===== src/hdl/vdc_pkg.sv =====
// Shared types and constants for the decimal Vigenere codec.
`default_nettype none
package vdc_pkg;

  localparam int KEY_MAX   = 16;
  localparam int KEY_POS_W = $clog2(KEY_MAX);
  localparam int KEY_LEN_W = KEY_POS_W + 1;
  localparam int DIGIT_CNT_W = 2;
  localparam int DIGIT_VAL_W = 10;
  localparam int CFG_IDX_W = 2;
  localparam int CFG_DATA_W = 64;

  localparam int QUEUE_DEPTH = 2;
  localparam int QUEUE_AW = $clog2(QUEUE_DEPTH);

  localparam logic [7:0] ASCII_ZERO = 8'h30;
  localparam logic [7:0] ASCII_NINE = 8'h39;
  localparam logic [7:0] SIGN_BIAS = 8'd128;
  localparam logic [DIGIT_VAL_W-1:0] DEC_SPLIT = 10'd128;
  localparam logic [DIGIT_CNT_W-1:0] DIGITS_PER_BYTE = 2'd3;

  typedef enum logic [CFG_IDX_W-1:0] {
    REG_DIRECTION  = 2'd0,
    REG_KEY_LENGTH = 2'd1,
    REG_KEY_LOW    = 2'd2,
    REG_KEY_HIGH   = 2'd3
  } cfg_reg_t;

  typedef enum logic {
    KIND_ENC = 1'b0,
    KIND_DEC = 1'b1
  } kind_t;

  // One queue entry: an encrypt value (0..256) to spell out, or a decrypted byte.
  typedef struct packed {
    kind_t      kind;
    logic [8:0] value;
    logic       last;
    logic       bad;
  } q_entry_t;

endpackage
`default_nettype wire


===== src/hdl/vdc_queue.sv =====
// Short queue between front and back end.
`default_nettype none
module vdc_queue
  import vdc_pkg::*;
(
  input  wire logic     clk,
  input  wire logic     rst,
  input  wire q_entry_t push_entry,
  input  wire logic     push_valid,
  output logic          push_ready,
  output q_entry_t      head,
  output logic          head_valid,
  input  wire logic     pop
);

  q_entry_t              entries [QUEUE_DEPTH];
  logic [QUEUE_AW-1:0]   wr_ptr;
  logic [QUEUE_AW-1:0]   rd_ptr;
  logic [QUEUE_AW:0]     count;
  logic                  do_push;
  logic                  do_pop;

  assign push_ready = count < (QUEUE_AW+1)'(QUEUE_DEPTH);
  assign head_valid = count != '0;
  assign head       = entries[rd_ptr];
  assign do_push    = push_valid && push_ready;
  assign do_pop     = pop && head_valid;

  always_ff @(posedge clk) begin
    if (do_push) begin
      entries[wr_ptr] <= push_entry;
    end
  end

  always_ff @(posedge clk) begin
    if (rst) begin
      wr_ptr <= '0;
      rd_ptr <= '0;
      count  <= '0;
    end else begin
      if (do_push) begin
        wr_ptr <= (wr_ptr == QUEUE_AW'(QUEUE_DEPTH-1)) ? '0 : wr_ptr + QUEUE_AW'(1);
      end
      if (do_pop) begin
        rd_ptr <= (rd_ptr == QUEUE_AW'(QUEUE_DEPTH-1)) ? '0 : rd_ptr + QUEUE_AW'(1);
      end
      count <= count + (QUEUE_AW+1)'(do_push) - (QUEUE_AW+1)'(do_pop);
    end
  end

  a_count_bound: assert property (@(posedge clk) disable iff (rst)
    count <= (QUEUE_AW+1)'(QUEUE_DEPTH))
    else $error("queue count above depth");

  a_pop_nonempty: assert property (@(posedge clk) disable iff (rst)
    pop |-> head_valid)
    else $error("queue popped while empty");

endmodule
`default_nettype wire


===== config.mk =====
export PLATFORM = sky130hd
export DESIGN_NAME = vdc_queue
export DESIGN_NICKNAME = d
export VERILOG_FILES = /design/src/hdl/vdc_pkg.sv /design/src/hdl/vdc_queue.sv
export SDC_FILE = /design/constraint.sdc
export NUM_CORES = 1
export LEC_CHECK = 0
export ABC_AREA = 0
export BUFFER_PORTS_ARGS = -buffer_cell sky130_fd_sc_hd__buf_2
export CORE_UTILIZATION = 35
export CTS_BUF_LIST = sky130_fd_sc_hd__clkbuf_2
export DETAILED_ROUTE_END_ITERATION = 10
export GPL_TIMING_DRIVEN = 1
export PLACE_DENSITY = 0.66
export SETUP_SLACK_MARGIN = 0.02
export SLEW_MARGIN = 20
export SYNTH_ARGS = -nofsm -noshare
export SYNTH_HDL_FRONTEND = slang
export SYNTH_SLANG_ARGS = --single-unit

===== constraint.sdc =====
create_clock -name clk -period 1.55 [get_ports clk]
set_input_delay 0.3875 -clock clk [delete_from_list [all_inputs] [get_ports clk]]
set_output_delay 0.3875 -clock clk [all_outputs]
set_load 0.01 [all_outputs]

==> After elaboration in Yosys (flattened, before gate mapping) <==
Memories as Yosys holds them, arrays and structs flattened. A register that Yosys moved wholly into a read port is not among the register bits.
Index checks and enable logic that the tools add are counted.
{ "totals": {"output_inout_bits": 14, "wordCells": 18, "memories": 1, "mem_bits_rw": 24, "romBits": 0, "in_bits": 16, "ff_bits": 4, "latchBits": 0} }
{ "op_classes": {"eq_ne": 0, "reduce_logical": 3, "addsub": 4, "shift": 0, "n_mul": 0, "n_mux": 6, "magnitude_cmp": 1, "div_mod_pow": 0, "n_bitwise": 0} }
{ "mem_list": {"columns": ["name", "words", "width", "read_ports", "rd_clocked_by_memory_dff", "wr", "line_no", "rtl"], "rows": [
  ["entries", 2, 12, 1, 1, 1, "vdc_queue.sv:16", "q_entry_t entries [QUEUE_DEPTH];"]
]} }
{ "ops": {"columns": ["cell", "count"], "rows": [
  ["two-way mux 1 bit", 6],
  ["adder 1 bit, second input constant", 2],
  ["adder 2 x 1 -> 2 bit", 1],
  ["logical AND 1 bit", 2],
  ["less-than comparator 2 bit, second input constant", 1],
  ["nonzero test 2 bit", 1],
  ["subtractor 2 x 1 -> 2 bit", 1]
]} }

==> Logic depth before layout (Yosys ltp) <==
Gate-level depths: netlist of run 1.
{ "depth": {"word_depth": 4, "mapped_depth": 6, "depth_no_buf": 6} }

==> Least setup slack after synthesis of run 1 <==
Ideal clock, no wire load.
{ "synth_timing": {"path_kind": "register -> register", "start": "register count[1]", "end": "memory entries[0][0] (netlist bit) (enable)", "t_required_ns": 1.170, "setup_ns": 0.380, "arrival_ns": 1.033, "path_stages_with_launch": 3, "setup_slack_ns": 0.137, "period_less_slack_ns": 1.413, "n_path_buf": 0, "cell_sequence": "dfxtp_1 -> nand2b_1 -> nor2_1"} }
{ "synth_between": {"elab_chain_len": 4} }
{ "synth_rtl": {"columns": ["item", "line_no", "rtl"], "rows": [
  ["start, declared", "vdc_queue.sv:19", "logic [QUEUE_AW:0] count;"],
  ["start signal, assigned", "vdc_queue.sv:47", "count <= count + (QUEUE_AW+1)'(do_push) - (QUEUE_AW+1)'(do_pop);"],
  ["less-than comparator 2 bit", "vdc_queue.sv:23", "assign push_ready = count < (QUEUE_AW+1)'(QUEUE_DEPTH);"],
  ["logical AND 1 bit", "vdc_queue.sv:26", "assign do_push = push_valid && push_ready;"],
  ["two-way mux 1 bit", "vdc_queue.sv:30", "if (do_push) begin"],
  ["two-way mux 1 bit (not written as such)", "vdc_queue.sv:31", "entries[wr_ptr] <= push_entry;"],
  ["end, declared", "vdc_queue.sv:16", null]
]} }
Every way passes these cells.

==> results.py, run 1 <==
metrics = {
    "placement": {
        "placed_cells": 139,
        "post-dp-hpwl_um": 1198,
        "port_buffers": 29,
        "gp_congestion": 0.5853,
    },
    "yosys": {
        "yosys_register_bits": 29,
        "avgSynthCellArea_sq_um": 17.26,
        "synth_edf_count": 24,
        "synth_common_cells": "edfxtp_1 (24), mux2_2 (10), dfxtp_1 (5)",
        "synth_area_leader_cell": "edfxtp_1",
        "synthesis.nets": 81,
        "yosys_warnings": 0,
        "synth_seq_area_share_pct": 74.29,
        "netlist.area_leader.share_pct": 65.23,
        "synthFlopType": "edfxtp_1",
        "postSynthCellCount": 64,
        "async_flop_share_pct": 0,
        "netlist-cell-type-count": 22,
        "yosys-top-cells-area": "edfxtp_1 (65%), mux2_2 (10%), dfxtp_1 (9.1%)",
        "yosysMostFrequentCell": "edfxtp_1",
        "syn_area_sq_um": 1105,
    },
    "power": {
        "leakagePower_uw": 0.0006170,
        "vdd_ir_drop_max_mv": 0.5122,
        "switching_share_pct": 27.27,
        "power.switching_uw": 541.4,
        "p_per_area_nw_per_um2": 1330,
        "p_int_uw": 1444,
        "power_frac_clock_pct": 17.9,
        "power.share.combinational_pct": 31.5,
        "power_frac_seq_pct": 50.6,
    },
    "worst_setup_path": {
        "cp.required_ns": 1.16,
        "r2r_cells": 6,
        "path_max_fanout": 7,
        "worstPathArrival_ns": 1.27,
        "critPathCaptureType": "output pin",
        "cp-start-kind": "register",
        "setup.worst_path.class": "reg2out",
    },
    "clock_tree": {
        "h-tree-depth": 2,
        "cts.clk_slew.worst_paths_ns": 0.15,
        "ctsHoldBuffers": 0,
        "clk_latency_ns": 0.34,
        "cts.path.max_buffers": 2,
        "cts_sinks": 29,
        "cts-root-buf": "clkbuf_2",
        "cts_tree": "yes",
        "cts_buffers": 5,
    },
    "global_routing": {
        "grt_pass1_wl_um": 2635,
        "grt_use_met2_pct": 17.73,
        "grt-ovfl-total": 0,
        "grt_pass1_vias": 603,
        "grtUsageTotal_pct": 11.20,
        "met3_usage_pct": 6.250,
        "grt_max_degree": 13,
        "busiest_layer": "met2",
        "antenna_found_initial": 0,
        "grtUsageMet1_pct": 12.27,
    },
    "sta": {
        "min_period_ns": 1.657,
        "relSlewSlack_pct": 79.64,
        "timing.fmax_mhz": 603.7,
        "fin_skew_ns": 0.007721,
        "tightest_slew_ns": 0.3054,
        "rsz0062_at_grt": "true",
        "fin_crit_sh_pct": 106.9,
        "tns_ns": -1.224,
        "finalSetupViolCount": 12,
        "hold_viol": 0,
        "setup_ws_ns": -0.1065,
        "maxSlewViolCount": 0,
    },
    "floorplan": {
        "die_h_um": 58.19,
        "coreArea_sq_um": 3028,
        "die-area_sq_um": 3385,
        "rows": 20,
        "dieWidth_um": 58.19,
        "start_util_pct": 36.49,
        "ios": 30,
    },
    "min_path": {
        "min_delay_path_depth": 1,
        "min_path_type": "in2reg",
    },
    "finish": {
        "nets": 119,
        "drive_above_1_share_pct": 53.40,
        "diodes": 0,
        "syn_to_final_growth_pct": 35.11,
        "finalNonFillerCells": 147,
    },
    "routing": {
        "firstDrtPassIters": 3,
        "viasPerCell": 4.374,
        "drt_drc_violations_left": 0,
        "drt_iter0_drc": 11,
        "vias": 643,
        "drtAntennaViolNets": 0,
        "wl_um": 1730,
        "wl_per_cell_um": 11.77,
    },
    "job": {
        "maxCapViolCount": 0,
    },
    "run_status": {
        "violations": "negative setup slack",
        "status": "finished with violations",
    },
}
## flip-flops by register name, indices dropped and copies added, names as in the netlist, named ones only
| register | count |
|---|---|
| entries | 24 |
| rd_ptr | 1 |
| wr_ptr | 1 |
| count | 2 |
## logic make-up (layout without fill, tap and decap cells)
group | count (synthesis) | count (layout) | synth area share (%)
xor+xnor | 2 | 2 | 1.586
simple gates | 12 | 12 | 6.682
compound gates | 5 | 5 | 2.717
mux | 12 | 12 | 12.23
buf+inv | 3 | 42 | 1.360
fa+ha+maj | 1 | 1 | 1.132
flops | 29 | 29 | 74.29
## metal layers
layer | share of wire [%] | vias to the layer above | wire length [um]
li1 | - | 312 | -
met1 | 45 | 300 | 777
met2 | 46 | 26 | 791
met3 | 7.5 | 5 | 129
met4 | 1.8 | 0 | 31
met5 | 0 | - | 0
## power by group through the flow
stage / Clock [uW] / Combinational [uW] / Sequential, uW
floorplan: 0 / 291 / 1010
global placement: 0 / 452 / 1010
finish: 356 / 625 / 1000
detailed placement: 0 / 458 / 1020
global route: 410 / 677 / 1010
CTS: 376 / 638 / 1010
## cell type report
cell class,instances,area (sq um)
flip-flops and latches,29,822.0
clock buffers,6,30.03
fillers,273,1535
inverters,2,7.507
repair buffers,32,254.0
clock inverters,2,10.01
multi-input cells,32,314.1
well taps,44,55.05
## worst paths after layout
check	endpoint	slack, ns	start
worst max register to register	count[1]	0.16	count[1]
worst max-delay path	head[6]	-0.11	register
worst min-delay path	entries[1][7]	0.23	push_entry[7]
worst min register to register	register	0.53	rd_ptr
## stage by stage
step | hold slack, ns | util (%) | cell area [sq um] | total power [uW] | worst slack [ns]
after floorplan | 0.4568 | - | 1105 | 1298 | 0.1370
final | 0.2278 | 49.30 | 1493 | 1986 | -0.1065
after detailed placement | 0.4901 | 43.60 | 1320 | 1473 | 0.08863
after global routing | 0.1758 | 49.30 | 1493 | 2101 | -0.1650
after global placement | 0.4868 | 43.60 | 1320 | 1461 | 0.1566
after CTS | 0.1939 | 49.30 | 1493 | 2019 | -0.1501
## worst max-delay path: stages (launching register included)
cell and delay, ns:
dfxtp_2 0.37, buf_8 0.14, mux2_4 0.31, buf_6 0.12
## repair_timing
action | CTS | global route
pin swaps | 0 | 0
cloned | 0 | 0
buffers inserted | 0 | 0
gates resized for setup | 28 | 0
setup endpoints to repair | 12 | 12
## cells in the final DEF, fill, tap and decap left out, drive strengths merged, types with 2 or more instances in the layout
master,netlist,final
dfxtp,5,5
edfxtp,24,24
clkinv,0,2
nor2,4,4
o21ai,2,2
buf,1,32
xor2,2,2
inv,2,2
clkbuf,0,6
nor3,2,2
mux2,12,12
Power figures use the tool's default switching activity.
==> inputs of run 2 (changes only) <==
--- a/config.mk
+++ b/config.mk
@@ -8,7 +8,7 @@
 export ABC_AREA = 0
 export BUFFER_PORTS_ARGS = -buffer_cell sky130_fd_sc_hd__buf_2
 export CORE_UTILIZATION = 35
-export CTS_BUF_LIST = sky130_fd_sc_hd__clkbuf_2
+export CTS_BUF_LIST = sky130_fd_sc_hd__clkbuf_4
 export DETAILED_ROUTE_END_ITERATION = 10
 export GPL_TIMING_DRIVEN = 1
 export PLACE_DENSITY = 0.66
==> results.py, run 2 (synthesized netlist as in run 1, its figures left out) <==
metrics = {
    "worst_setup_path": {
        "cp_num_buf_inv": 2,
        "cpPeakStageDelay_ns": 0.36,
        "r2r_slack_ns": 0.16,
        "path_max_fanout": 7,
        "setup.worst_path.class": "reg2out",
        "worst_path_max_delay_cell": "dfxtp_2",
        "critPathCaptureType": "output pin",
        "r2r-end": "count[1]",
        "timing.rr.start": "count[1]",
        "worstPathArrival_ns": 1.23,
        "cp-start-kind": "register",
        "cp.required_ns": 1.16,
        "r2r_cells": 6,
        "worstPathCellList": "buf_8 -> mux2_4 -> buf_6",
        "path_delay_family": "flip-flops",
    },
    "clock_tree": {
        "cts_sinks": 29,
        "cts_buffers": 5,
        "clk_latency_ns": 0.31,
        "h-tree-depth": 2,
        "cts_tree": "yes",
        "ctsHoldBuffers": 0,
        "cts.path.max_buffers": 2,
        "cts_setup_buffers": 0,
        "cts.clk_slew.worst_paths_ns": 0.08,
        "cts-root-buf": "clkbuf_4",
    },
    "routing": {
        "vias": 646,
        "firstDrtPassIters": 3,
        "drt_iter0_drc": 13,
        "wl_um": 1723,
        "viasPerCell": 4.395,
        "drt_drc_violations_left": 0,
        "wl_per_cell_um": 11.72,
        "drtAntennaViolNets": 0,
    },
    "floorplan": {
        "die_h_um": 58.19,
        "coreArea_sq_um": 3028,
        "dieWidth_um": 58.19,
        "rows": 20,
        "die-area_sq_um": 3385,
        "ios": 30,
        "start_util_pct": 36.49,
    },
    "min_path": {
        "min_to": "entries[0][6]",
        "min_delay_path_depth": 1,
        "min_path_type": "in2reg",
        "min_from": "push_entry[6]",
    },
    "placement": {
        "port_buffers": 29,
        "dp_slack_ns": 0.08863,
        "gp_congestion": 0.5853,
        "post-dp-hpwl_um": 1198,
    },
    "sta": {
        "rsz0062_at_grt": "true",
        "relSlewSlack_pct": 79.61,
        "fin_skew_ns": 0.001110,
        "min_period_ns": 1.620,
        "setup_ws_ns": -0.06987,
        "timing.fmax_mhz": 617.3,
        "maxSlewViolCount": 0,
        "hold_viol": 0,
        "tns_ns": -0.7781,
        "tightest_slew_ns": 0.3058,
        "fin_crit_sh_pct": 104.5,
        "whs_ns": 0.2597,
        "finalSetupViolCount": 12,
    },
    "finish": {
        "final_common_cell": "edfxtp_1",
        "top_register": "entries",
        "fin_util_pct": 49.79,
        "diodes": 0,
        "syn_to_final_growth_pct": 36.47,
        "largest_reg_flops": 24,
        "mostFrequentLayoutCells": "edfxtp_1 (24), buf_2 (17), buf_6 (13)",
        "drive_above_1_share_pct": 53.40,
        "reg_top3": "entries: 24 flops, count: 2 flops",
        "nets": 119,
    },
    "global_routing": {
        "grtUsageTotal_pct": 11.20,
        "antenna_found_initial": 0,
        "grt_pass1_vias": 603,
        "grt_pass1_wl_um": 2635,
        "grt-ovfl-total": 0,
        "grt_max_degree": 13,
    },
    "run_status": {
        "status": "finished with violations",
        "violations": "negative setup slack",
    },
    "power": {
        "vdd_ir_drop_max_mv": 0.5766,
        "p_per_area_nw_per_um2": 1366,
        "power_uw": 2059,
        "leakagePower_uw": 0.0006197,
    },
    "job": {
        "maxCapViolCount": 0,
    },
}
-- run 2: cell counts in the layout (fill, tap and decap cells not counted) --
Identical to the previous run, type by type.
-- run 2: per-layer routing --
layer | vias up | part of all wire (%) | track usage, %
li1 | 314 | - | -
met1 | 301 | 44 | 12.27
met2 | 26 | 46 | 17.73
met3 | 5 | 7.5 | 6.250
met4 | 0 | 1.7 | 5.102
met5 | - | 0 | 0
-- run 2: power breakdown --
group | switching, uW | internal [uW]
registers | 45.2 | 960
logic | 255 | 372
clock network | 238 | 190
total | 538 | 1520
-- run 2: worst max-delay path by stage --
stage                    start       endpoint  slack (ns)  depth (start not counted)
floorplan             count[1]  entries[0][0]        0.14                          2
global placement    push_valid       count[1]        0.16                          7
detailed placement  push_valid       count[1]        0.09                          7
CTS                   register        head[4]       -0.09                          3
global route          register        head[4]       -0.11                          3
finish                register        head[6]       -0.07                          3
-- run 2: stage by stage --
step,area (sq um),std cells
after detailed placement,1320,139
after global placement,1320,139
after global routing,1508,147
after floorplan,1105,64
after CTS,1508,147
final,1508,147
-- run 2: timing repair --
| action | CTS | global route |
|---|---|---|
| hold endpoints to repair | 0 | 0 |
| resized for setup | 28 | 0 |
| setup endpoints to repair | 12 | 12 |
-- run 2: final cells by class --
| type | instances | area (sq um) |
|---|---|---|
| Clock inverter | 2 | 10.01 |
| Fill cell | 271 | 1520 |
| Clock buffer | 6 | 45.04 |
| Inverter | 2 | 7.507 |
| Multi-Input combinational cell | 32 | 314.1 |
| Tap cell | 44 | 55.05 |
| Timing Repair Buffer | 32 | 254.0 |
| Sequential cell | 29 | 822.0 |
