--- config.mk ---
export PLATFORM = sky130hd
export DESIGN_NAME = vdc_back_flat
export DESIGN_NICKNAME = d
export VERILOG_FILES = /design/src/hdl/vdc_pkg.sv /design/src/hdl/vdc_out_if.sv /design/src/hdl/vdc_back.sv /design/src/flat_wrapper.sv
export SDC_FILE = /design/constraint.sdc
export NUM_CORES = 1
export LEC_CHECK = 0
export CAP_MARGIN = 20
export CORE_UTILIZATION = 48
export CTS_BUF_LIST = sky130_fd_sc_hd__clkbuf_4
export DETAILED_ROUTE_END_ITERATION = 8
export DONT_BUFFER_PORTS = 1
export SKIP_CTS_REPAIR_TIMING = 1
export SYNTH_ARGS = -nofsm -noshare
export SYNTH_HDL_FRONTEND = slang
export SYNTH_SLANG_ARGS = --single-unit
--- constraint.sdc ---
create_clock -name clk -period 7.6 [get_ports clk]
set_clock_uncertainty 0.1 [all_clocks]
set_input_delay 0.76 -clock clk [delete_from_list [all_inputs] [get_ports clk]]
set_output_delay 0.76 -clock clk [all_outputs]
set_load 0.02 [all_outputs]
--- src/hdl/vdc_pkg.sv ---
// Shared types and constants for the decimal Vigenere codec.
`default_nettype none
package vdc_pkg;

  localparam int KEY_MAX   = 16;
  localparam int KEY_POS_W = $clog2(KEY_MAX);
  localparam int KEY_LEN_W = KEY_POS_W + 1;
  localparam int DIGIT_CNT_W = 2;
  localparam int DIGIT_VAL_W = 10;
  localparam int CFG_IDX_W = 2;
  localparam int CFG_DATA_W = 64;

  localparam int QUEUE_DEPTH = 2;
  localparam int QUEUE_AW = $clog2(QUEUE_DEPTH);

  localparam logic [7:0] ASCII_ZERO = 8'h30;
  localparam logic [7:0] ASCII_NINE = 8'h39;
  localparam logic [7:0] SIGN_BIAS = 8'd128;
  localparam logic [DIGIT_VAL_W-1:0] DEC_SPLIT = 10'd128;
  localparam logic [DIGIT_CNT_W-1:0] DIGITS_PER_BYTE = 2'd3;

  typedef enum logic [CFG_IDX_W-1:0] {
    REG_DIRECTION  = 2'd0,
    REG_KEY_LENGTH = 2'd1,
    REG_KEY_LOW    = 2'd2,
    REG_KEY_HIGH   = 2'd3
  } cfg_reg_t;

  typedef enum logic {
    KIND_ENC = 1'b0,
    KIND_DEC = 1'b1
  } kind_t;

  // One queue entry: an encrypt value (0..256) to spell out, or a decrypted byte.
  typedef struct packed {
    kind_t      kind;
    logic [8:0] value;
    logic       last;
    logic       bad;
  } q_entry_t;

endpackage
`default_nettype wire

--- src/hdl/vdc_out_if.sv ---
// Result item channel.
`default_nettype none
interface vdc_out_if;
  logic       valid;
  logic       ready;
  logic [7:0] out_byte;
  logic       run_last;
  logic       message_end;
  logic       bad_digit;

  modport source (output valid, output out_byte, output run_last, output message_end,
                  output bad_digit, input ready);
  modport sink (input valid, input out_byte, input run_last, input message_end,
                input bad_digit, output ready);
endinterface
`default_nettype wire

--- src/hdl/vdc_back.sv ---
// Back end: splits encrypt values into digits and drives the result register.
`default_nettype none
module vdc_back
  import vdc_pkg::*;
(
  input  wire logic     clk,
  input  wire logic     rst,
  input  wire q_entry_t head,
  input  wire logic     head_valid,
  output logic          pop,
  vdc_out_if.source     result
);

  logic       work_valid;
  kind_t      work_kind;
  logic [7:0] work_chars [3];
  logic [1:0] work_idx;
  logic       work_last;
  logic       work_bad;

  logic       out_valid;
  logic [7:0] out_byte;
  logic       out_run_last;
  logic       out_message_end;
  logic       out_bad_digit;

  logic        advance;
  logic        emit;
  logic        emit_done;
  logic [1:0]  hund;
  logic [8:0]  rem_full;
  logic [6:0]  rem;
  logic [14:0] tens_prod;
  logic [3:0]  tens;
  logic [3:0]  ones;

  assign advance   = !out_valid || result.ready;
  assign emit      = work_valid && advance;
  assign emit_done = (work_kind == KIND_DEC) || (work_idx == 2'd2);
  assign pop       = head_valid && (!work_valid || (emit && emit_done));

  // Decimal split of 0..256: hundreds by compare, tens by reciprocal of 10.
  always_comb begin
    if (head.value >= 9'd200) begin
      hund = 2'd2;
    end else if (head.value >= 9'd100) begin
      hund = 2'd1;
    end else begin
      hund = 2'd0;
    end
    rem_full  = head.value - (9'(hund) * 9'd100);
    rem       = rem_full[6:0];
    tens_prod = 15'(rem) * 15'd205;
    tens      = tens_prod[14:11];
    ones      = 4'(rem - (7'(tens) * 7'd10));
  end

  always_ff @(posedge clk) begin
    if (pop) begin
      work_kind     <= head.kind;
      work_last     <= head.last;
      work_bad      <= head.bad;
      work_idx      <= 2'd0;
      if (head.kind == KIND_ENC) begin
        work_chars[0] <= ASCII_ZERO + 8'(hund);
        work_chars[1] <= ASCII_ZERO + 8'(tens);
        work_chars[2] <= ASCII_ZERO + 8'(ones);
      end else begin
        work_chars[0] <= head.value[7:0];
        work_chars[1] <= head.value[7:0];
        work_chars[2] <= head.value[7:0];
      end
    end else if (emit) begin
      work_idx <= work_idx + 2'd1;
    end
    if (emit) begin
      out_byte        <= work_chars[work_idx];
      out_run_last    <= emit_done;
      out_message_end <= work_last;
      out_bad_digit   <= work_bad;
    end
  end

  always_ff @(posedge clk) begin
    if (rst) begin
      work_valid <= 1'b0;
      out_valid  <= 1'b0;
    end else begin
      if (pop) begin
        work_valid <= 1'b1;
      end else if (emit && emit_done) begin
        work_valid <= 1'b0;
      end
      if (advance) begin
        out_valid <= emit;
      end
    end
  end

  assign result.valid       = out_valid;
  assign result.out_byte    = out_byte;
  assign result.run_last    = out_run_last;
  assign result.message_end = out_message_end;
  assign result.bad_digit   = out_bad_digit;

  a_idx_range: assert property (@(posedge clk) disable iff (rst)
    work_valid |-> work_idx != 2'd3)
    else $error("digit index out of range");

  a_dec_single_beat: assert property (@(posedge clk) disable iff (rst)
    (work_valid && work_kind == KIND_DEC) |-> work_idx == 2'd0)
    else $error("decrypt entry emitted more than one beat");

endmodule
`default_nettype wire

--- src/flat_wrapper.sv ---
// flat-port wrapper written by rule: the top's interface ports become plain ports
module vdc_back_flat import vdc_pkg::*;
  (clk, rst, head, head_valid, pop, result_valid, result_out_byte, result_run_last, result_message_end, result_bad_digit, result_ready);
  vdc_out_if result_i ();
  input  wire logic clk;
  input  wire logic rst;
  input  wire q_entry_t head;
  input  wire logic head_valid;
  output logic pop;
  output wire logic [$bits(result_i.valid)-1:0] result_valid;
  output wire logic [$bits(result_i.out_byte)-1:0] result_out_byte;
  output wire logic [$bits(result_i.run_last)-1:0] result_run_last;
  output wire logic [$bits(result_i.message_end)-1:0] result_message_end;
  output wire logic [$bits(result_i.bad_digit)-1:0] result_bad_digit;
  input wire logic [$bits(result_i.ready)-1:0] result_ready;
  assign result_valid = result_i.valid;
  assign result_out_byte = result_i.out_byte;
  assign result_run_last = result_i.run_last;
  assign result_message_end = result_i.message_end;
  assign result_bad_digit = result_i.bad_digit;
  assign result_i.ready = result_ready;
  vdc_back u_core (.clk(clk), .rst(rst), .head(head), .head_valid(head_valid), .pop(pop), .result(result_i));
endmodule
# [Yosys cells after proc, flatten, opt, wreduce, memory -nomap -nowiden]
# Memories as Yosys holds them, arrays and structs flattened. A register that Yosys moved wholly into a read port is not among the register bits.
# Index checks and enable logic that the tools add are counted.
[classes] addsub=6 n_mul=3 order_cmp=2 n_eq_ne=1 muxes=13 bitwise=3 reduce_logical=9
[op_table] op="$mux 8" n=3
[op_table] op="$mul 7x8->15 const B" n=1
[op_table] op="$add 6x4->7 const A" n=2
[op_table] op="$ge 9x7->1 const B" n=1
[op_table] op="$ge 9x8->1 const B" n=1
[op_table] op="$mux 1" n=9
[op_table] op="$add 6x2->7 const A" n=1
[op_table] op="$sub 7x7->7" n=1
[op_table] op="$mul 2x5->5 const B" n=1
[op_table] op="$mul 4x3->3 const B" n=1
[op_table] op="$sub 4x4->4" n=1
[op_table] op="$logic_and 1x1->1" n=3
[op_table] op="$logic_or 1x1->1" n=3
[op_table] op="$or 1x1->1" n=3
[op_table] op="$add 2x1->2 const B" n=1
[op_table] op="$eq 2x2->1 const B" n=1
[op_table] op="$logic_not 1->1" n=2
[op_table] op="$mux 2" n=1
[op_table] op="$reduce_bool 2->1" n=1
[word_totals] register_bits=10 ram_bits=24 in_bits=16 out_inout_bits=13 wordCells=47 mem_count=1
[memory_table] name="u_core.work_chars" depth=3 width=8 read_ports=1 rd_ports_with_merged_regs=1 wr=3 line_no="vdc_back.sv:16" source="logic [7:0] work_chars [3];"

# [Longest topological paths before layout]
# Gate-level depths: netlist (run 1).
[logic_depth] ltp_word=10 depth_mapped=28

# [Least setup slack after synthesis (run 1)]
# Ideal clock, no wire load.
[synth_path] path_type="input to register" start="input head[7] in the netlist's numbering" end="memory u_core.work_chars[2][3], data pin" t_arrival_ps=6519 t_required_ps=7242 setup_slack_ps=723 cell_stages=28 path_buffers=0 cell_sequence="or3_1 > a31oi_1 > nand2_1 > inv_1 > ha_1 > inv_1 > fa_1 > o21a_1 > nor2_1 > xnor2_1 > xnor2_1 > ha_1 > ha_1 > fa_1 > inv_1 > fa_1 > inv_1 > ha_1 > a21oi_1 > a211o_1 > and4b_4 > nor3_4 > inv_1 > ha_1 > fa_1 > xnor2_1 > xnor3_1 > o21ai_1"
[synth_lines] element="start, declared" line_no="flat_wrapper.sv:7" source="input wire q_entry_t head;"
[synth_lines] element="end, declared" line_no="vdc_back.sv:16"

==> results of run 1 <==
[per-layer routing]
metal  global-route usage (%)  up-vias
met5                        0        -
met4                     9.80        0
met3                     3.31        9
met2                     33.6       23
met1                     18.8      707
li1                         -      755
[metrics by stage]
| step | worst slack (ns) | util [%] | std cells | power [µW] |
|---|---|---|---|---|
| 2_1_floorplan | 0.723 | - | 215 | 819 |
| 3_3_place_gp | 0.567 | 51.9 | 279 | 941 |
| 3_5_place_dp | 0.425 | 51.9 | 279 | 967 |
| 4_1_cts | 0.756 | 53.1 | 287 | 1060 |
| 5_1_grt | 0.363 | 53.2 | 288 | 1160 |
| 6_report | 0.790 | 53.2 | 288 | 1050 |
[layout make-up]
class | count | area (µm²) | share of cell area, %
clock buffer | 6 | 45.0 | 1.77
clock inverter | 2 | 8.76 | 0.344
inverter | 33 | 124 | 4.86
multi-input combinational | 144 | 1290 | 50.6
sequential | 34 | 981 | 38.5
tap | 67 | 83.8 | 3.29
timing repair buffer | 2 | 15.0 | 0.589
[worst max-delay path: cells and delay by family]
family | cells | cell delay (ns)
AOI/OAI and AO/OA | 5 | 0.91
adders and majority gates | 9 | 3.09
buffers and inverters | 5 | 0.29
xor gates and xnor gates | 4 | 0.78
and+or+nand+nor | 5 | 1.04
[power groups by stage]
stage                     Clock [µW]  Combinational [µW]  Sequential [µW]
after floorplan                    0                 545              275
after global placement             0                 661              279
after global routing             102                 780              279
after detailed placement           0                 687              280
after CTS                       95.1                 692              276
final                           93.3                 681              275
[path summary, 6_finish.rpt]
check	to	slack, ns	cells past startpoint
setup / recovery	u_core.work_chars[2][3]	0.79	28
hold / removal	u_core.result.out_byte[7]	0.33	0
setup reg to reg	u_core.work_chars[1][1]	5.07	6
hold reg to reg	u_core.result.out_byte[7]	0.33	0
[synthesized netlist by cell type]
library cell | n | area (µm²)
mux2_2 | 1 | 11.3
clkbuf_2 | 1 | 5.00
nand2b_1 | 2 | 12.5
and2_1 | 4 | 25.0
and2_2 | 1 | 7.51
or2b_1 | 1 | 7.51
o311ai_0 | 1 | 8.76
nor3_1 | 1 | 5.00
a211o_1 | 1 | 8.76
a221oi_1 | 1 | 8.76
and3_1 | 1 | 6.26
a31oi_1 | 1 | 6.26
dfxtp_1 | 4 | 80.1
fa_1 | 10 | 200
o211ai_1 | 1 | 7.51
and3_2 | 1 | 7.51
nand3_1 | 3 | 15.0
o21ai_0 | 8 | 40.0
nor2_1 | 16 | 60.1
o21a_1 | 1 | 7.51
nand2_1 | 10 | 37.5
o31a_1 | 1 | 8.76
clkbuf_1 | 2 | 7.51
nor3_4 | 1 | 16.3
nor2b_1 | 2 | 12.5
ha_1 | 38 | 475
or3_1 | 1 | 6.26
a311oi_1 | 1 | 8.76
mux2i_1 | 5 | 50.1
inv_1 | 33 | 124
a21o_1 | 2 | 15.0
xor2_1 | 2 | 17.5
a211oi_1 | 4 | 30.0
a21oi_1 | 11 | 55.1
xnor2_1 | 6 | 52.6
o21ai_1 | 1 | 5.00
nand4b_1 | 1 | 8.76
or2b_2 | 1 | 8.76
edfxtp_1 | 30 | 901
xnor3_1 | 1 | 22.5
buf_1 | 1 | 3.75
and4b_4 | 1 | 13.8
[logic make-up (layout without fill, tap and decap cells)]
kind of cell / count (synthesis) / in the layout / synth area share (%)
AOI/OAI and AO/OA: 34 / 34 / 8.72
xor gates and xnor gates: 9 / 9 / 3.84
adders and majority gates: 48 / 48 / 28.0
buffers and inverters: 37 / 43 / 5.81
DFF: 34 / 34 / 40.7
muxes: 6 / 6 / 2.54
and+or+nand+nor: 47 / 47 / 10.4
[registers in the layout, summed over array words and instances (netlist names)]
signal / flops
u_core.result.bad_digit: 1
u_core.work_kind: 1
u_core.work_bad: 1
u_core.result.run_last: 1
u_core.result.message_end: 1
u_core.result.valid: 1
u_core.work_valid: 1
u_core.work_chars: 16
u_core.work_idx: 2
u_core.work_last: 1
u_core.result.out_byte: 8
==> metrics.txt, run 1 <==
CP endpoint kind flop; hold_sp u_core.work_chars[2][7]; DR top layer met4; Die Wd 72.9 µm; row count 25; sequential share of power 26.2%; most frequent cells in the layout 38 x ha_1, 33 x inv_1, 30 x edfxtp_1, 16 x nor2_1, 11 x a21oi_1; Net Sw Power 423 µW; synthesized flop and latch total 34; IO Pins 29; Peak supply drop 0.350 mV; DRT met1 WL 1700 µm; DRT iter0 DRCs 44; Fin Hold WS 0.325 ns; WL/cell 14.4 µm; met2 routed WL 2260 µm; syn_nets 279; Buffers on Ports 0; Critical Path Source head[7]; Final TNS setup 0 ns; largest net degree at the start of global routing 17; worst min path class flop to flop; critical path required time 7.68 ns; Post-Syn Area 2410 µm²; most common cell after layout, fill and taps aside ha_1; Overflow after GRT 0; clk_lat worst skew 0.33 ns; Tcrit/Tclk final 89.6%; worst stage delay on the critical path 0.56 ns; total of max-cap violations 0; fin. max-slew vios 0; Int Pwr 626 µW; GP Congestion 0.853; Final Routed Wirelength 4160 µm; RR Startpoint u_core.work_idx[1]; Logic pwr share 64.9%; register area share after synthesis 40.7%; ant diodes 0; placed inst area 2490 µm²; Clk pwr share 8.9%; Clock Sinks 34; share of cells above drive strength 1 6.79%; status completed; Yosys Warn Count 0; FILL cells 446; Synth cell types 42; WS Path Type primary input to flop; Max Clk Rate 147 MHz; clock buffer depth 2; Post-DRT Antenna Nets 0; slowest CP cell fa_1; vias 1494; Initial Utilization 50.4%; Worst Path Arrival 6.89 ns; Die Area 5310 µm²; RSZ-0062 raised after global routing no; DR pass1 iterations 4; Slew headroom 57.7%; Tmin final 6.81 ns; TritonCTS clock tree done; initial antenna violation count 0; CTS Buf Count 5; final setup fails 0; H-Tree Depth 2; PwrDens 412 nW/µm²; core area 4790 µm²; Net Sw Frac 40.3%; dpl hpwl 3460 µm; Worst Tran Pin Value 0.634 ns; design area 2550 µm²; Via density 5.19; fin nets 284; CP Launch Type primary input; clk slew on worst S/H paths 0.09 ns; routed wl met3 68 µm; post-synthesis instance total 215; Pleak 0.00112 µW; residual DRC count 0; Synth Area per Inst 11.2 µm²; Die H 72.9 µm; Layout area overhead 5.66%; clk root buf clkbuf_4; GRT Overall Usage 17.9%; first-pass GRT wire length 7000 µm; Hold Violations, Final 0; Crit Path Max Fanout 4; vias in the first global route 1544
Note: power is estimated with default switching activity, not from simulation.
==> inputs of run 2 (changes only) <==
BUFFER_PORTS_ARGS = -buffer_cell sky130_fd_sc_hd__buf_2   (was unset)
CTS_BUF_LIST = unset   (was sky130_fd_sc_hd__clkbuf_4)
DONT_BUFFER_PORTS = unset   (was 1)
PLACE_DENSITY = 0.68   (was unset)
==> run 2 against run 1 <==
Non-clock buffer count up 28. Core utilization is 3.5 points higher. Register-to-register slack better by 0.14 ns. Worst hold slack got worse by 0.0062 ns. Power is 2.2% higher. Sequential power fell by 2%. Cell count grew 9.7%.
==> metrics.txt, run 2 (synthesis gave the netlist of run 1 again) <==
status completed; Largest register FFs 16; Layout area overhead 12.6%; Worst Tran Pin Value 0.674 ns; most common cell after layout, fill and taps aside ha_1; Max Clk Rate 146 MHz; first-pass GRT wire length 7040 µm; DR pass1 iterations 4; fin nets 312; DRT iter0 DRCs 77; slowest CP cell fa_1; ant diodes 0; WS Path Type primary input to flop; CTS Buf Count 5; Tcrit/Tclk final 90.3%; Initial Utilization 50.4%; clk_lat worst skew 0.28 ns; Final Routed Wirelength 4020 µm; final setup fails 0; dpl hpwl 3370 µm; Largest regs u_core.work_chars (16), u_core.result.out_byte (8), u_core.work_idx (2); Overflow after GRT 0; design area 2720 µm²; Die H 72.9 µm; placed inst area 2630 µm²; Worst Path Arrival 6.79 ns; total of max-cap violations 0; most frequent cells in the layout 38 x ha_1, 33 x inv_1, 30 x edfxtp_1, 28 x buf_2, 16 x nor2_1; clk slew on worst S/H paths 0.06 ns; CP Launch Type primary input; clock buffer depth 2; Die Area 5310 µm²; fin. max-slew vios 0; GRT Overall Usage 17.9%; WL/cell 12.7 µm; core area 4790 µm²; initial antenna violation count 0; Finished Core Util 56.7%; Peak supply drop 0.334 mV; worst min path class flop to flop; IO Pins 29; FILL cells 436; Buffers on Ports 28; Tmin final 6.86 ns; Pleak 0.00124 µW; residual DRC count 0; Via density 5.07; Final TNS setup 0 ns; Die Wd 72.9 µm; Clock Sinks 34; RSZ-0062 raised after global routing no; clk root buf clkbuf_8; share of cells above drive strength 1 16.9%; worst stage delay on the critical path 0.53 ns; GP Congestion 0.842; vias 1602; Crit Path Max Fanout 4; H-Tree Depth 2; Slew headroom 55.1%; Hold Violations, Final 0; Top reg by flops u_core.work_chars; PwrDens 395 nW/µm²; row count 25; largest net degree at the start of global routing 17; TritonCTS clock tree done; CP endpoint kind flop; vias in the first global route 1568; critical path required time 7.53 ns; Post-DRT Antenna Nets 0
[run 2: power breakdown]
part / switching (µW) / internal [µW] / total (µW)
sequential: 10.4 / 259 / 269
combinational: 351 / 331 / 682
clock: 59.3 / 62.8 / 122
[run 2: final timing paths]
| check | startpoint | end | slack (ns) | depth (start not counted) |
|---|---|---|---|---|
| worst min register to register | u_core.work_chars[0][6] | u_core.result.out_byte[6] | 0.32 | 0 |
| worst max-delay path | head[7] | u_core.work_chars[2][3] | 0.74 | 29 |
| worst max register to register | u_core.work_idx[0] | u_core.work_chars[1][1] | 5.21 | 7 |
| worst min-delay path | u_core.work_chars[0][6] | u_core.result.out_byte[6] | 0.32 | 0 |
[run 2: layout make-up]
type	instances	area (µm²)	share of cell area [%]
clock inverters	2	8.76	0.323
flip-flops and latches	34	981	36.1
multi-input cells	144	1290	47.5
inverters	33	124	4.56
clock buffers	6	72.6	2.67
well taps	67	83.8	3.09
repair buffers	30	155	5.71
[run 2: critical path, delay by kind of cell]
kind            cells  cell delay (ns)
simple gates        5             1.00
buf+inv             6             0.41
fa+ha+maj           9             3.04
compound gates      5             0.83
xor+xnor            4             0.76
[run 2: metal layers]
layer	track usage [%]	up-vias	wire length (µm)
met2	31.8	18	2140
met4	6.75	0	39
met3	3.73	4	104
met5	0	-	0
met1	21.2	763	1730
li1	-	817	-
[run 2: per-stage QoR]
stage / cells / power (µW) / hold slack, ns / setup WS (ns)
after global routing: 316 / 1190 / 0.328 / 0.243
after global placement: 307 / 946 / 0.301 / 0.587
after CTS: 315 / 1080 / 0.321 / 0.699
after floorplan: 215 / 819 / 0.300 / 0.723
final: 316 / 1070 / 0.319 / 0.739
after detailed placement: 307 / 959 / 0.306 / 0.391
==> inputs of run 3 (changes only) <==
CORE_ASPECT_RATIO = 1.4   (was unset)
==> run 3 against run 2 <==
Worst hold slack gained 0.0076 ns. Global-route usage increased by 0.85 points. Combinational power is essentially flat. Via count rose by 0.31%. Cell count fell by 0.95%. Register-to-register slack lost 0.03 ns. Die area hardly changed. Sequential share of layout area down 0.33 points. Fmax rose by 0.88%. Clock power increased by 30%. First-iteration DRC count shrank 18%. Critical path type unchanged. Largest cell class unchanged.
==> metrics.txt, run 3 (synthesis gave the netlist of run 1 again) <==
status completed; row count 30; Die Area 5310 µm²; WL/cell 13.4 µm; TritonCTS clock tree done; CP endpoint kind flop; clock buffer depth 2; Final Routed Wirelength 4210 µm; Int Pwr 687 µW; RSZ-0062 raised after global routing no; Fin Hold WS 0.327 ns; R2R setup slack 5.18 ns; Hold Violations, Final 0; Pleak 0.00125 µW; Via density 5.13; Slew headroom 57.8%; GRT Overall Usage 18.7%; Worst Path Arrival 6.74 ns; Overall Power 1110 µW; Overflow after GRT 0; Top delay family on crit path adder cells; Max Clk Rate 147 MHz; worst min path class flop to flop; CP Launch Type primary input; CTS Buf Count 5; Layout area overhead 13.6%; critical path required time 7.54 ns; Largest regs u_core.work_chars (16), u_core.result.out_byte (8), u_core.work_idx (2); vias in the first global route 1632; DRT iter0 DRCs 63; fin nets 312; sequential share of power 24.3%; WS Path Type primary input to flop; total of max-cap violations 0; Net Sw Power 422 µW; fin. max-slew vios 0; GP Congestion 0.810; ant diodes 0; Initial Utilization 49.8%; H-Tree Depth 2; Buffers on Ports 28; slowest CP cell fa_1; Worst Tran Pin Value 0.632 ns; Crit Path Max Fanout 4; clk_lat worst skew 0.28 ns; dpl hpwl 3570 µm; first-pass GRT wire length 7100 µm; initial antenna violation count 0; PwrDens 405 nW/µm²; clk slew on worst S/H paths 0.07 ns; Clk pwr share 14.4%; Top reg by flops u_core.work_chars; residual DRC count 0; IO Pins 29; Peak supply drop 0.292 mV; Largest register FFs 16; Post-DRT Antenna Nets 0; most common cell after layout, fill and taps aside ha_1; Final TNS setup 0 ns; Clock Sinks 34; clk root buf clkbuf_8; largest net degree at the start of global routing 17; Die Wd 61.9 µm; Tcrit/Tclk final 89.5%; final setup fails 0; Die H 85.9 µm; Buf/Inv on CP 6; Net Sw Frac 38.0%; worst stage delay on the critical path 0.55 ns; most frequent cells in the layout 38 x ha_1, 33 x inv_1, 30 x edfxtp_1, 28 x buf_2, 16 x nor2_1; Logic pwr share 61.4%; share of cells above drive strength 1 17.3%; vias 1607; core area 4840 µm²; DR pass1 iterations 4; Tmin final 6.80 ns
## run 3: changes by cell type in the layout (fill, tap and decap cells not counted), sizes merged
cell / change
bufinv: +1
clkinv: -2
clkinvlp: +1
## run 3: path summary, 6_finish.rpt
kind | cells past startpoint | to | from
worst min register to register | 0 | u_core.result.message_end | u_core.work_last
worst min-delay path | 0 | u_core.result.message_end | u_core.work_last
worst max register to register | 7 | u_core.work_chars[1][1] | u_core.work_idx[0]
worst max-delay path | 29 | u_core.work_chars[2][3] | head[7]
## run 3: final cells by class
| cell class | count | area [µm²] |
|---|---|---|
| Multi-Input combinational cell | 144 | 1290 |
| Fill cell | 433 | 2100 |
| Tap cell | 64 | 80.1 |
| Clock inverter | 2 | 37.5 |
| Timing Repair Buffer | 30 | 155 |
| Sequential cell | 34 | 981 |
| Clock buffer | 6 | 72.6 |
| Inverter | 33 | 124 |
## run 3: power groups by stage
stage	registers, µW	clock network [µW]	logic [µW]
2_1_floorplan	275	0	545
3_3_place_gp	273	0	676
3_5_place_dp	274	0	683
4_1_cts	270	161	692
5_1_grt	273	171	782
6_report	269	159	681
## run 3: stage by stage
| step | area, µm² | instances | setup WS, ns | utilization [%] |
|---|---|---|---|---|
| 5_1_grt | 2740 | 313 | 0.322 | 56.6 |
| 3_3_place_gp | 2620 | 304 | 0.585 | 54.2 |
| 3_5_place_dp | 2620 | 304 | 0.485 | 54.2 |
| 6_report | 2740 | 313 | 0.799 | 56.6 |
| 4_1_cts | 2730 | 312 | 0.760 | 56.4 |
| 2_1_floorplan | 2410 | 215 | 0.723 | - |
## run 3: routing by layer
layer | up-vias | GRT usage [%] | share of wire [%]
li1 | 815 | - | -
met2 | 34 | 34.9 | 56
met1 | 743 | 18.0 | 36
met5 | - | 0 | 0
met3 | 15 | 3.17 | 3.0
met4 | 0 | 11.1 | 4.8
